===== src/rtl/wfpa_pkg.sv =====
package wfpa_pkg;

    localparam int MAX_SLOTS = 16;
    localparam int IDX_W     = (MAX_SLOTS > 1) ? $clog2(MAX_SLOTS) : 1;
    localparam int COUNT_W   = $clog2(MAX_SLOTS + 1);
    localparam int SIZE_W    = 16;
    localparam int STATUS_W  = 2;
    localparam int SLOT_W    = 4;

    localparam logic KIND_ADD = 1'b0;
    localparam logic KIND_REQ = 1'b1;

    typedef enum logic [STATUS_W-1:0] {
        STATUS_ADDED   = 2'd0,
        STATUS_REFUSED = 2'd1,
        STATUS_GRANTED = 2'd2,
        STATUS_NOFIT   = 2'd3
    } status_t;

    typedef enum logic [1:0] {
        FSM_IDLE,
        FSM_SCAN,
        FSM_FINISH
    } fsm_t;

    typedef struct packed {
        logic             wr_en;
        logic [IDX_W-1:0] wr_addr;
        logic             take_en;
        logic [IDX_W-1:0] take_addr;
        logic [IDX_W-1:0] rd_addr;
    } store_cmd_t;

    typedef struct packed {
        logic             clear;
        logic             en;
        logic [IDX_W-1:0] idx;
    } scan_ctl_t;

    typedef struct packed {
        logic              found;
        logic [IDX_W-1:0]  best_idx;
        logic [SIZE_W-1:0] best_left;
    } scan_res_t;

    function automatic logic [SLOT_W-1:0] to_slot_index(input logic [IDX_W-1:0] idx);
        logic [IDX_W+SLOT_W-1:0] wide;
        wide = {{SLOT_W{1'b0}}, idx};
        return wide[SLOT_W-1:0];
    endfunction

endpackage


===== src/rtl/wfpa_if.sv =====
interface wfpa_in_if;
    import wfpa_pkg::*;

    logic              valid;
    logic              ready;
    logic              kind;
    logic [SIZE_W-1:0] amount;

    modport source (output valid, output kind, output amount, input ready);
    modport sink (input valid, input kind, input amount, output ready);
endinterface

interface wfpa_out_if;
    import wfpa_pkg::*;

    logic                valid;
    logic                ready;
    logic [STATUS_W-1:0] status;
    logic [SLOT_W-1:0]   slot_index;
    logic [SIZE_W-1:0]   leftover;

    modport source (output valid, output status, output slot_index, output leftover,
                    input ready);
    modport sink (input valid, input status, input slot_index, input leftover,
                  output ready);
endinterface


===== src/rtl/wfpa_slot_store.sv =====
module wfpa_slot_store (
    input  logic                        clk,
    input  logic                        rst_n,
    input  wfpa_pkg::store_cmd_t        cmd,
    input  logic [wfpa_pkg::SIZE_W-1:0] wr_size,
    output logic [wfpa_pkg::SIZE_W-1:0] rd_size,
    output logic                        rd_taken
);
    import wfpa_pkg::*;

    logic [SIZE_W-1:0]    size_mem [MAX_SLOTS];
    logic [MAX_SLOTS-1:0] taken_reg;
    logic [SIZE_W-1:0]    rd_size_reg;
    logic                 rd_taken_reg;

    always_ff @(posedge clk)
    begin
        if (cmd.wr_en)
        begin
            size_mem[cmd.wr_addr] <= wr_size;
        end
        rd_size_reg  <= size_mem[cmd.rd_addr];
        rd_taken_reg <= taken_reg[cmd.rd_addr];
    end

    always_ff @(posedge clk or negedge rst_n)
    begin
        if (!rst_n)
        begin
            taken_reg <= '0;
        end
        else
        begin
            if (cmd.wr_en)
            begin
                taken_reg[cmd.wr_addr] <= 1'b0;
            end
            if (cmd.take_en)
            begin
                taken_reg[cmd.take_addr] <= 1'b1;
            end
        end
    end

    assign rd_size  = rd_size_reg;
    assign rd_taken = rd_taken_reg;

endmodule


===== src/rtl/wfpa_scan_unit.sv =====
module wfpa_scan_unit (
    input  logic                        clk,
    input  logic                        rst_n,
    input  wfpa_pkg::scan_ctl_t         ctl,
    input  logic [wfpa_pkg::SIZE_W-1:0] amount,
    input  logic [wfpa_pkg::SIZE_W-1:0] size,
    input  logic                        taken,
    output wfpa_pkg::scan_res_t         res
);
    import wfpa_pkg::*;

    logic              found_reg;
    logic [IDX_W-1:0]  best_idx_reg;
    logic [SIZE_W-1:0] best_left_reg;
    logic [SIZE_W:0]   diff;
    logic              fits;
    logic              better;

    // borrow out of the subtract means the slot is too small
    assign diff   = {1'b0, size} - {1'b0, amount};
    assign fits   = !taken && !diff[SIZE_W];
    assign better = fits && (!found_reg || (diff[SIZE_W-1:0] > best_left_reg));

    always_ff @(posedge clk or negedge rst_n)
    begin
        if (!rst_n)
        begin
            found_reg <= 1'b0;
        end
        else if (ctl.clear)
        begin
            found_reg <= 1'b0;
        end
        else if (ctl.en && better)
        begin
            found_reg <= 1'b1;
        end
    end

    always_ff @(posedge clk)
    begin
        if (ctl.clear)
        begin
            best_idx_reg  <= '0;
            best_left_reg <= '0;
        end
        else if (ctl.en && better)
        begin
            best_idx_reg  <= ctl.idx;
            best_left_reg <= diff[SIZE_W-1:0];
        end
    end

    assign res.found     = found_reg;
    assign res.best_idx  = best_idx_reg;
    assign res.best_left = best_left_reg;

endmodule


===== src/rtl/worst_fit_partition_allocator.sv =====
// Worst-fit fixed-partition allocator.
// item channel (sink): kind 0 adds a partition of size amount, kind 1 asks for
// a block of size amount. result channel (source): one beat per item beat,
// carrying status, slot_index and leftover.
// cfg_we/cfg_wdata write total_memory; write only while the block is idle.
// A partition beat is resolved in the accept cycle; its result is registered,
// moves through FINISH into the output register, and the block then returns
// to idle for the next item. A request beat walks the held partitions one per
// cycle through the shared subtract/compare unit, with a registered read of
// the size table; after the last compare the grant or no-fit result goes
// through FINISH into the output register before the next item is taken.
// item.ready is low while a request is being scanned or a result waits for
// the output register; one finished result may sit in the output register
// while the next item is accepted.
// If the receiver stalls, the result beat holds and the block stops after
// the next item is resolved.
// Reset empties the table, frees all slots, reopens loading and sets
// total_memory to 65535. No clearing pass is needed.
module worst_fit_partition_allocator (
    input  logic                        clk,
    input  logic                        rst_n,
    input  logic                        cfg_we,
    input  logic [wfpa_pkg::SIZE_W-1:0] cfg_wdata,
    wfpa_in_if.sink                     item,
    wfpa_out_if.source                  result
);
    import wfpa_pkg::*;

    fsm_t                state_reg, state_next;
    logic [SIZE_W-1:0]   total_memory_reg;
    logic [COUNT_W-1:0]  count_reg, count_next;
    logic [SIZE_W-1:0]   claimed_reg, claimed_next;
    logic                closed_reg, closed_next;
    logic [SIZE_W-1:0]   amount_reg, amount_next;
    logic [COUNT_W-1:0]  scan_idx_reg, scan_idx_next;
    logic                rd_pend_reg, rd_pend_next;
    logic [IDX_W-1:0]    rd_idx_reg, rd_idx_next;
    status_t             res_status_reg, res_status_next;
    logic [SLOT_W-1:0]   res_slot_reg, res_slot_next;
    logic [SIZE_W-1:0]   res_left_reg, res_left_next;
    logic                out_valid_reg, out_valid_next;
    logic [STATUS_W-1:0] out_status_reg;
    logic [SLOT_W-1:0]   out_slot_reg;
    logic [SIZE_W-1:0]   out_left_reg;
    logic                out_load;

    store_cmd_t          store_cmd;
    scan_ctl_t           scan_ctl;
    scan_res_t           scan_res;
    logic [SIZE_W-1:0]   rd_size;
    logic                rd_taken;
    logic [SIZE_W:0]     sum;
    logic                accept;
    logic                issue;

    wfpa_slot_store u_store (
        .clk      (clk),
        .rst_n    (rst_n),
        .cmd      (store_cmd),
        .wr_size  (item.amount),
        .rd_size  (rd_size),
        .rd_taken (rd_taken)
    );

    wfpa_scan_unit u_scan (
        .clk    (clk),
        .rst_n  (rst_n),
        .ctl    (scan_ctl),
        .amount (amount_reg),
        .size   (rd_size),
        .taken  (rd_taken),
        .res    (scan_res)
    );

    assign item.ready = (state_reg == FSM_IDLE);
    assign accept     = item.valid && item.ready;
    assign sum        = {1'b0, claimed_reg} + {1'b0, item.amount};
    assign issue      = (scan_idx_reg < count_reg);

    always_comb
    begin
        state_next      = state_reg;
        count_next      = count_reg;
        claimed_next    = claimed_reg;
        closed_next     = closed_reg;
        amount_next     = amount_reg;
        scan_idx_next   = scan_idx_reg;
        rd_pend_next    = 1'b0;
        rd_idx_next     = rd_idx_reg;
        res_status_next = res_status_reg;
        res_slot_next   = res_slot_reg;
        res_left_next   = res_left_reg;
        out_load        = 1'b0;
        store_cmd       = '0;
        scan_ctl        = '0;

        store_cmd.wr_addr   = count_reg[IDX_W-1:0];
        store_cmd.take_addr = scan_res.best_idx;
        store_cmd.rd_addr   = scan_idx_reg[IDX_W-1:0];
        scan_ctl.en         = rd_pend_reg;
        scan_ctl.idx        = rd_idx_reg;

        case (state_reg)
            FSM_IDLE:
            begin
                if (accept)
                begin
                    amount_next   = item.amount;
                    res_slot_next = '0;
                    res_left_next = '0;
                    if (item.kind == KIND_REQ)
                    begin
                        scan_idx_next  = '0;
                        scan_ctl.clear = 1'b1;
                        state_next     = FSM_SCAN;
                    end
                    else
                    begin
                        state_next = FSM_FINISH;
                        if (closed_reg || (count_reg == COUNT_W'(MAX_SLOTS)))
                        begin
                            res_status_next = STATUS_REFUSED;
                        end
                        else if (sum > {1'b0, total_memory_reg})
                        begin
                            closed_next     = 1'b1;
                            res_status_next = STATUS_REFUSED;
                        end
                        else
                        begin
                            store_cmd.wr_en = 1'b1;
                            claimed_next    = sum[SIZE_W-1:0];
                            count_next      = count_reg + 1'b1;
                            res_status_next = STATUS_ADDED;
                            res_slot_next   = to_slot_index(count_reg[IDX_W-1:0]);
                        end
                    end
                end
            end
            FSM_SCAN:
            begin
                if (issue)
                begin
                    rd_pend_next  = 1'b1;
                    rd_idx_next   = scan_idx_reg[IDX_W-1:0];
                    scan_idx_next = scan_idx_reg + 1'b1;
                end
                else if (!rd_pend_reg)
                begin
                    state_next = FSM_FINISH;
                    if (scan_res.found)
                    begin
                        store_cmd.take_en = 1'b1;
                        res_status_next   = STATUS_GRANTED;
                        res_slot_next     = to_slot_index(scan_res.best_idx);
                        res_left_next     = scan_res.best_left;
                    end
                    else
                    begin
                        res_status_next = STATUS_NOFIT;
                    end
                end
            end
            FSM_FINISH:
            begin
                if (!out_valid_reg || result.ready)
                begin
                    out_load   = 1'b1;
                    state_next = FSM_IDLE;
                end
            end
            default:
            begin
                state_next = FSM_IDLE;
            end
        endcase
    end

    assign out_valid_next = out_load || (out_valid_reg && !result.ready);

    always_ff @(posedge clk or negedge rst_n)
    begin
        if (!rst_n)
        begin
            state_reg        <= FSM_IDLE;
            total_memory_reg <= '1;
            count_reg        <= '0;
            claimed_reg      <= '0;
            closed_reg       <= 1'b0;
            scan_idx_reg     <= '0;
            rd_pend_reg      <= 1'b0;
            out_valid_reg    <= 1'b0;
        end
        else
        begin
            state_reg     <= state_next;
            count_reg     <= count_next;
            claimed_reg   <= claimed_next;
            closed_reg    <= closed_next;
            scan_idx_reg  <= scan_idx_next;
            rd_pend_reg   <= rd_pend_next;
            out_valid_reg <= out_valid_next;
            if (cfg_we)
            begin
                total_memory_reg <= cfg_wdata;
            end
        end
    end

    always_ff @(posedge clk)
    begin
        amount_reg     <= amount_next;
        rd_idx_reg     <= rd_idx_next;
        res_status_reg <= res_status_next;
        res_slot_reg   <= res_slot_next;
        res_left_reg   <= res_left_next;
        if (out_load)
        begin
            out_status_reg <= res_status_reg;
            out_slot_reg   <= res_slot_reg;
            out_left_reg   <= res_left_reg;
        end
    end

    assign result.valid      = out_valid_reg;
    assign result.status     = out_status_reg;
    assign result.slot_index = out_slot_reg;
    assign result.leftover   = out_left_reg;

endmodule

===== src/flat_wrapper.sv =====
// flat-port wrapper written by rule: the top's interface ports become plain ports
module worst_fit_partition_allocator_flat import wfpa_pkg::*;
  (clk, rst_n, cfg_we, cfg_wdata, item_valid, item_kind, item_amount, item_ready, result_valid, result_status, result_slot_index, result_leftover, result_ready);
  wfpa_in_if item_i ();
  wfpa_out_if result_i ();
  input  logic clk;
  input  logic rst_n;
  input  logic cfg_we;
  input  logic [wfpa_pkg::SIZE_W-1:0] cfg_wdata;
  input wire logic [$bits(item_i.valid)-1:0] item_valid;
  input wire logic [$bits(item_i.kind)-1:0] item_kind;
  input wire logic [$bits(item_i.amount)-1:0] item_amount;
  output wire logic [$bits(item_i.ready)-1:0] item_ready;
  output wire logic [$bits(result_i.valid)-1:0] result_valid;
  output wire logic [$bits(result_i.status)-1:0] result_status;
  output wire logic [$bits(result_i.slot_index)-1:0] result_slot_index;
  output wire logic [$bits(result_i.leftover)-1:0] result_leftover;
  input wire logic [$bits(result_i.ready)-1:0] result_ready;
  assign item_i.valid = item_valid;
  assign item_i.kind = item_kind;
  assign item_i.amount = item_amount;
  assign item_ready = item_i.ready;
  assign result_valid = result_i.valid;
  assign result_status = result_i.status;
  assign result_slot_index = result_i.slot_index;
  assign result_leftover = result_i.leftover;
  assign result_i.ready = result_ready;
  worst_fit_partition_allocator u_core (.clk(clk), .rst_n(rst_n), .cfg_we(cfg_we), .cfg_wdata(cfg_wdata), .item(item_i), .result(result_i));
endmodule

===== config.mk =====
export PLATFORM = sky130hd
export DESIGN_NAME = worst_fit_partition_allocator_flat
export DESIGN_NICKNAME = d
export VERILOG_FILES = /design/src/rtl/wfpa_pkg.sv /design/src/rtl/wfpa_if.sv /design/src/rtl/wfpa_slot_store.sv /design/src/rtl/wfpa_scan_unit.sv /design/src/rtl/worst_fit_partition_allocator.sv /design/src/flat_wrapper.sv
export SDC_FILE = /design/constraint.sdc
export NUM_CORES = 1
export LEC_CHECK = 0
export ABC_AREA = 1
export BUFFER_PORTS_ARGS = -buffer_cell sky130_fd_sc_hd__buf_2
export CAP_MARGIN = 20
export CORE_ASPECT_RATIO = 1.1
export CORE_UTILIZATION = 30
export DETAILED_ROUTE_END_ITERATION = 8
export GPL_ROUTABILITY_DRIVEN = 0
export SLEW_MARGIN = 20
export SYNTH_ARGS = -nofsm -noshare
export SYNTH_HDL_FRONTEND = slang
export SYNTH_SLANG_ARGS = --single-unit

===== constraint.sdc =====
create_clock -name clk -period 4.2 [get_ports clk]
set_input_delay 0.84 -clock clk [delete_from_list [all_inputs] [get_ports clk]]
set_output_delay 0.84 -clock clk [all_outputs]
set_load 0.1 [all_outputs]

==> flow_metrics.env, run 1 <==
export IMPL_outcome="completed"
export IMPL_min_path_type="primary input to async pin"
export IMPL_num_io_pins=62
export IMPL_grt_pass1_vias=12744
export IMPL_drc=0
export IMPL_leakagePower_uw=0.008545
export IMPL_grt_pass1_wl_um=72950
export IMPL_core_um2=61330
export IMPL_antenna_found_initial=4
export IMPL_fin_ws_ns=0.4622
export IMPL_rows=95
export IMPL_grt_max_degree=142
export IMPL_die_h_um=263.9
export IMPL_crit_required_ns=4.49
export IMPL_synth_edf_count=320
export IMPL_peakVddDrop_mv=0.4588
export IMPL_clock_latency_ns=0.60
export IMPL_vias=12851
export IMPL_drtPass1Iterations=5
export IMPL_syn_nets=1798
export IMPL_p_per_area_nw_per_um2=700.2
export IMPL_fin_skew_ns=0.02409
export IMPL_start_util_pct=30.49
export IMPL_cts_root_buf="clkbuf_16"
export IMPL_rsz0062_at_grt="false"
export IMPL_drv_cap=0
export IMPL_cts_resized=0
export IMPL_fillers=6070
export IMPL_rr_endpoint="u_core.u_store.size_mem[13][14]"
export IMPL_ys_types=47
export IMPL_design_area_um2=22090
export IMPL_slew_headroom_pct=26.21
export IMPL_area_growth_pct=18.10
export IMPL_r2r_start="u_core.claimed_reg[0]"
export IMPL_clock_sinks=421
export IMPL_ys_warn_count=0
export IMPL_ys_flop_type="edfxtp_1"
export IMPL_wl_per_cell_um=17.78
export IMPL_netlist_area_um2=18700
export IMPL_fin_crit_sh_pct=88.99
export IMPL_antenna_cells=0
export IMPL_final_nets=1895
export IMPL_ys_async_sr_fraction_pct=15.20
export IMPL_ff2ff_setup_slack_ns=0.46
export IMPL_dp_slack_ns=-0.1461
export IMPL_utilization_pct=36.01
export IMPL_drt_iter0_markers=993
export IMPL_dp_cells=2561
export IMPL_ys_seq_area_share_pct=64.01
export IMPL_syn_inst=1685
export IMPL_criticalPathCategory="flop to flop"
export IMPL_finalSetupViolCount=0
export IMPL_period_needed_ns=3.738
export IMPL_cp_endpoint="u_core.u_store.size_mem[13][14]"
export IMPL_die_area_um2=63340
export IMPL_portBuffers=61
export IMPL_viasPerCell=4.866
export IMPL_largest_reg_flops=256
export IMPL_fin_tns_setup_ns=0
export IMPL_track_usage_pct=14.94
export IMPL_avgSynthCellArea_um2=11.10
export IMPL_ant_nets=0
export IMPL_worst_pin_slew_ns=1.106
export IMPL_crit_arrival_ns=4.03
export IMPL_dp_hpwl_um=30240
export IMPL_cts_made_buffers=43
export IMPL_post_cts_buffers=0
export IMPL_fin_cells=2641
export IMPL_drive_gt1_share_pct=13.48
export IMPL_slew_violations=0
export IMPL_crit_start="u_core.claimed_reg[0]"
export IMPL_cts_tree="built"
export IMPL_grt_overflow=0
export IMPL_hold_viol=0
export IMPL_die_x_um=240.1
export IMPL_clock_path_buffers=3
export IMPL_end_kind="flop"
export IMPL_hold_buffers=0
export IMPL_wirelength_um=46940
export IMPL_r2r_cells=22
export IMPL_fmax_mhz=267.5
export IMPL_largest_register="u_core.u_store.size_mem"
export IMPL_crit_path_start_kind="flop"
export IMPL_cts_clk_slew_worst_paths_ns=0.06
export IMPL_htree_levels=2
export IMPL_ys_ff_latch=421
export IMPL_cp_max_fo=16
export IMPL_place_area_um2=20650
## placed cells by master (no fill, tap or decap), drive strengths merged, types with 2 or more instances in the layout
cell,Yosys,layout
a21boi,2,2
a21o,5,5
a21oi,54,54
a31oi,2,2
buf,25,126
bufinv,0,2
clkbuf,49,58
clkinv,2,18
clkinvlp,0,3
dfrtp,48,48
dfstp,16,16
dfxtp,37,37
edfxtp,320,320
fa,2,2
ha,73,73
inv,153,154
mux2i,31,31
nand2,244,244
nand3,72,72
nand3b,3,3
nand4,28,28
nor2,239,239
nor3,24,24
nor3b,2,2
nor4,2,2
o211ai,4,4
o21a,3,3
o21ai,140,140
o21bai,2,2
o221ai,32,32
o32ai,37,37
xnor2,14,14
xor2,14,14
## logic make-up (layout without fill, tap and decap cells)
logic type	count (synthesis)	in the layout	synth area share [%]
adder cells (fa/ha/maj)	75	75	5.098
AO/OA/AOI/OAI	284	284	9.380
XOR/XNOR	28	28	1.311
flip-flops	421	421	64.01
multiplexers	32	32	1.719
buffers and inverters	229	361	4.750
AND/OR/NAND/NOR	616	616	13.73
## worst min-delay path by stage
stage	slack [ns]	cells after the start	start	to
after global placement	0.40	0	u_core.res_left_reg[10]	u_core.result.leftover[10]
final	0.39	1	rst_n	u_core.u_store.taken_reg[13]
after CTS	0.38	1	rst_n	u_core.scan_idx_reg[2]
after global routing	0.42	0	u_core.res_left_reg[8]	u_core.result.leftover[8]
after detailed placement	0.41	0	u_core.res_left_reg[11]	u_core.result.leftover[11]
after floorplan	0.40	0	u_core.res_left_reg[0]	u_core.result.leftover[0]
## cells in the mapped netlist, drive strengths merged, types with 4 or more instances
| cell | number | share of area (%) |
|---|---|---|
| a21o | 5 | 0.20 |
| o211ai | 4 | 0.16 |
| o32ai | 37 | 1.7 |
| dfstp | 16 | 2.2 |
| o21ai | 140 | 3.8 |
| dfxtp | 37 | 4.0 |
| nand3 | 72 | 2.0 |
| nand2 | 244 | 4.9 |
| inv | 153 | 3.1 |
| xor2 | 14 | 0.66 |
| nand4 | 28 | 0.94 |
| clkbuf | 49 | 0.98 |
| dfrtp | 48 | 6.4 |
| o221ai | 32 | 1.5 |
| a21oi | 54 | 1.5 |
| nor3 | 24 | 0.72 |
| mux2i | 31 | 1.7 |
| xnor2 | 14 | 0.66 |
| edfxtp | 320 | 51 |
| nor2 | 239 | 4.8 |
| ha | 73 | 4.9 |
| buf | 25 | 0.66 |
## power by group
group / switching [uW] / internal (uW)
Clock: 1670 / 2170
Combinational: 4110 / 1980
Sequential: 337 / 5210
Total: 6120 / 9350
## worst max-delay path, cell delays in order (launching register included)
cell and delay [ns]:
dfrtp_1 0.36, ha_1 0.17, inv_1 0.07, fa_2 0.38, nand3b_1 0.20, nand2_2 0.11
a21oi_2 0.10, o21ai_0 0.20, xnor2_1 0.18, inv_1 0.07, ha_1 0.29, a21oi_1 0.15
o21a_1 0.12, nand2_1 0.05, nand2_1 0.05, nand2_1 0.05, nand2_1 0.05, nand2_1 0.05
nand2_2 0.10, nand3_4 0.10, buf_4 0.19, nor3_4 0.20, buf_12 0.20
## routing by layer
metal | up-vias | global-route usage, % | part of all wire, %
li1 | 6118 | - | -
met1 | 6273 | 18.83 | 42
met2 | 385 | 26.11 | 50
met3 | 75 | 2.393 | 5.6
met4 | 0 | 4.424 | 2.2
met5 | - | 0 | 0
## final cells by class
type | count | area (um2) | area share (%)
Clock buffer | 58 | 1202 | 5.444
Clock inverter | 22 | 232.7 | 1.054
Inverter | 155 | 581.8 | 2.634
Multi-Input combinational cell | 1035 | 6030 | 27.30
Sequential cell | 421 | 11980 | 54.23
Tap cell | 824 | 1031 | 4.668
Timing Repair Buffer | 126 | 1031 | 4.668
## per-stage QoR
| stage | hold WS [ns] | total power, uW |
|---|---|---|
| floorplan | 0.4003 | 9977 |
| detailed placement | 0.4056 | 11700 |
| global placement | 0.4041 | 11590 |
| finish | 0.3897 | 15470 |
| global route | 0.4232 | 16490 |
| CTS | 0.3821 | 15580 |
Power figures use the tool's default switching activity.
==> run 2: changes to the inputs <==
Settings changed: CTS_BUF_LIST from default to sky130_fd_sc_hd__clkbuf_2 sky130_fd_sc_hd__clkbuf_4 sky130_fd_sc_hd__clkbuf_8.
==> run 2 against run 1 <==
  * Clock-buffer cell count increased by 49
  * Critical path type unchanged
  * Worst setup slack lost 0.028 ns
  * Power shrank 0.69%
==> flow_metrics.env, run 2 (synthesis results as in run 1) <==
export IMPL_crit_path_start_kind="flop"
export IMPL_fin_crit_sh_pct=89.66
export IMPL_peakVddDrop_mv=0.3357
export IMPL_cp_cell_sequence="ha_1, inv_1, fa_2, nand3b_1, nand2_2, a21oi_2, o21ai_0, xnor2_1, inv_1, ha_1, a21oi_1, o21a_1, nand2_1, nand2_1, nand2_1, nand2_1, nand2_1, nand2_2, nand3_4, buf_4, nor3_4, buf_12"
export IMPL_cts_root_buf="clkbuf_8"
export IMPL_fmax_mhz=265.5
export IMPL_viasPerCell=4.844
export IMPL_cts_clk_slew_worst_paths_ns=0.06
export IMPL_p_per_area_nw_per_um2=695.2
export IMPL_leakagePower_uw=0.008614
export IMPL_drt_iter0_markers=997
export IMPL_slew_violations=0
export IMPL_cp_max_fo=16
export IMPL_core_um2=61330
export IMPL_crit_required_ns=4.53
export IMPL_cts_tree="built"
export IMPL_rr_endpoint="u_core.u_store.size_mem[13][8]"
export IMPL_r2r_start="u_core.claimed_reg[0]"
export IMPL_cts_resized=0
export IMPL_hold_viol=0
export IMPL_dp_slack_ns=-0.1461
export IMPL_num_io_pins=62
export IMPL_antenna_cells=0
export IMPL_outcome="completed"
export IMPL_cpMaxStageDelayCell="fa_2"
export IMPL_wl_per_cell_um=17.58
export IMPL_drive_gt1_share_pct=15.96
export IMPL_portBuffers=61
export IMPL_finalSetupViolCount=0
export IMPL_cp_endpoint="u_core.u_store.size_mem[13][8]"
export IMPL_clock_path_buffers=3
export IMPL_final_cell_mix="320 x edfxtp_1, 242 x nand2_1, 236 x nor2_1"
export IMPL_start_util_pct=30.49
export IMPL_design_power_total_uw=15360
export IMPL_clock_latency_ns=0.64
export IMPL_final_common_cell="edfxtp_1"
export IMPL_cts_made_buffers=70
export IMPL_worst_pin_slew_ns=1.106
export IMPL_post_cts_buffers=0
export IMPL_largest_register="u_core.u_store.size_mem"
export IMPL_slowest_delay_ns=0.38
export IMPL_die_area_um2=63340
export IMPL_rows=95
export IMPL_drv_cap=0
export IMPL_drc=0
export IMPL_whs_ns=0.3188
export IMPL_track_usage_pct=15.08
export IMPL_crit_arrival_ns=4.10
export IMPL_fin_skew_ns=0.03292
export IMPL_rsz0062_at_grt="false"
export IMPL_grt_pass1_vias=12931
export IMPL_area_growth_pct=18.14
export IMPL_criticalPathCategory="flop to flop"
export IMPL_hold_buffers=0
export IMPL_clock_sinks=421
export IMPL_min_path_type="primary input to async pin"
export IMPL_wirelength_um=47210
export IMPL_dp_hpwl_um=30240
export IMPL_fin_ws_ns=0.4341
export IMPL_die_h_um=263.9
export IMPL_largest_reg_flops=256
export IMPL_ff2ff_setup_slack_ns=0.43
export IMPL_die_x_um=240.1
export IMPL_grt_overflow=0
export IMPL_htree_levels=3
export IMPL_period_needed_ns=3.766
export IMPL_crit_top_cell="nand2_1"
export IMPL_slew_headroom_pct=26.20
export IMPL_fin_tns_setup_ns=0
export IMPL_ant_nets=0
export IMPL_antenna_found_initial=4
export IMPL_crit_start="u_core.claimed_reg[0]"
export IMPL_vias=13005
export IMPL_grt_max_degree=142
export IMPL_r2r_cells=22
export IMPL_final_nets=1922
export IMPL_grt_pass1_wl_um=73330
export IMPL_drtPass1Iterations=5
export IMPL_end_kind="flop"
## run 2: routing by layer
metal  vias to the layer above  wire (um)  track usage [%]
met5                         -          0                0
met2                       415      23810            25.85
li1                       6172          -                -
met3                        85       2927            2.633
met1                      6333      19250            18.70
met4                         0       1230            5.973
## run 2: layout make-up
type / count / area [um2]
Clock buffer: 107 / 1297
Clock inverter: 17 / 145.1
Fill cell: 6080 / 39240
Inverter: 155 / 581.8
Multi-Input combinational cell: 1035 / 6030
Sequential cell: 421 / 11980
Tap cell: 824 / 1031
Timing Repair Buffer: 126 / 1031
## run 2: how the worst min path moves through the flow
| stage | endpoint | slack, ns | cells past startpoint |
|---|---|---|---|
| after floorplan | u_core.result.leftover[0] | 0.40 | 0 |
| after global placement | u_core.result.leftover[10] | 0.40 | 0 |
| after detailed placement | u_core.result.leftover[11] | 0.41 | 0 |
| after CTS | u_core.u_store.taken_reg[6] | 0.30 | 1 |
| after global routing | u_core.u_store.taken_reg[6] | 0.36 | 1 |
| final | u_core.u_store.taken_reg[6] | 0.32 | 1 |
## run 2: critical path: cells and delay by family (launching register included)
kind                     cells  cell delay [ns]
buffers and inverters        4             0.53
adder cells (fa/ha/maj)      3             0.84
XOR/XNOR                     1             0.18
AO/OA/AOI/OAI                4             0.57
AND/OR/NAND/NOR             10             0.97
flip-flops                   1             0.36
## run 2: power breakdown
group	leakage [uW]	internal, uW	switching (uW)
clock	0.000768	2090	1640
sequential	0.00397	5210	340
combinational	0.00388	1980	4100
total	0.00861	9280	6080
## run 2: metrics by stage
| stage | area [um2] | std cells | utilization (%) |
|---|---|---|---|
| global route | 22090 | 2685 | 36.02 |
| global placement | 20650 | 2561 | 33.66 |
| detailed placement | 20650 | 2561 | 33.66 |
| finish | 22090 | 2685 | 36.02 |
| floorplan | 18900 | 1685 | - |
| CTS | 22090 | 2685 | 36.02 |
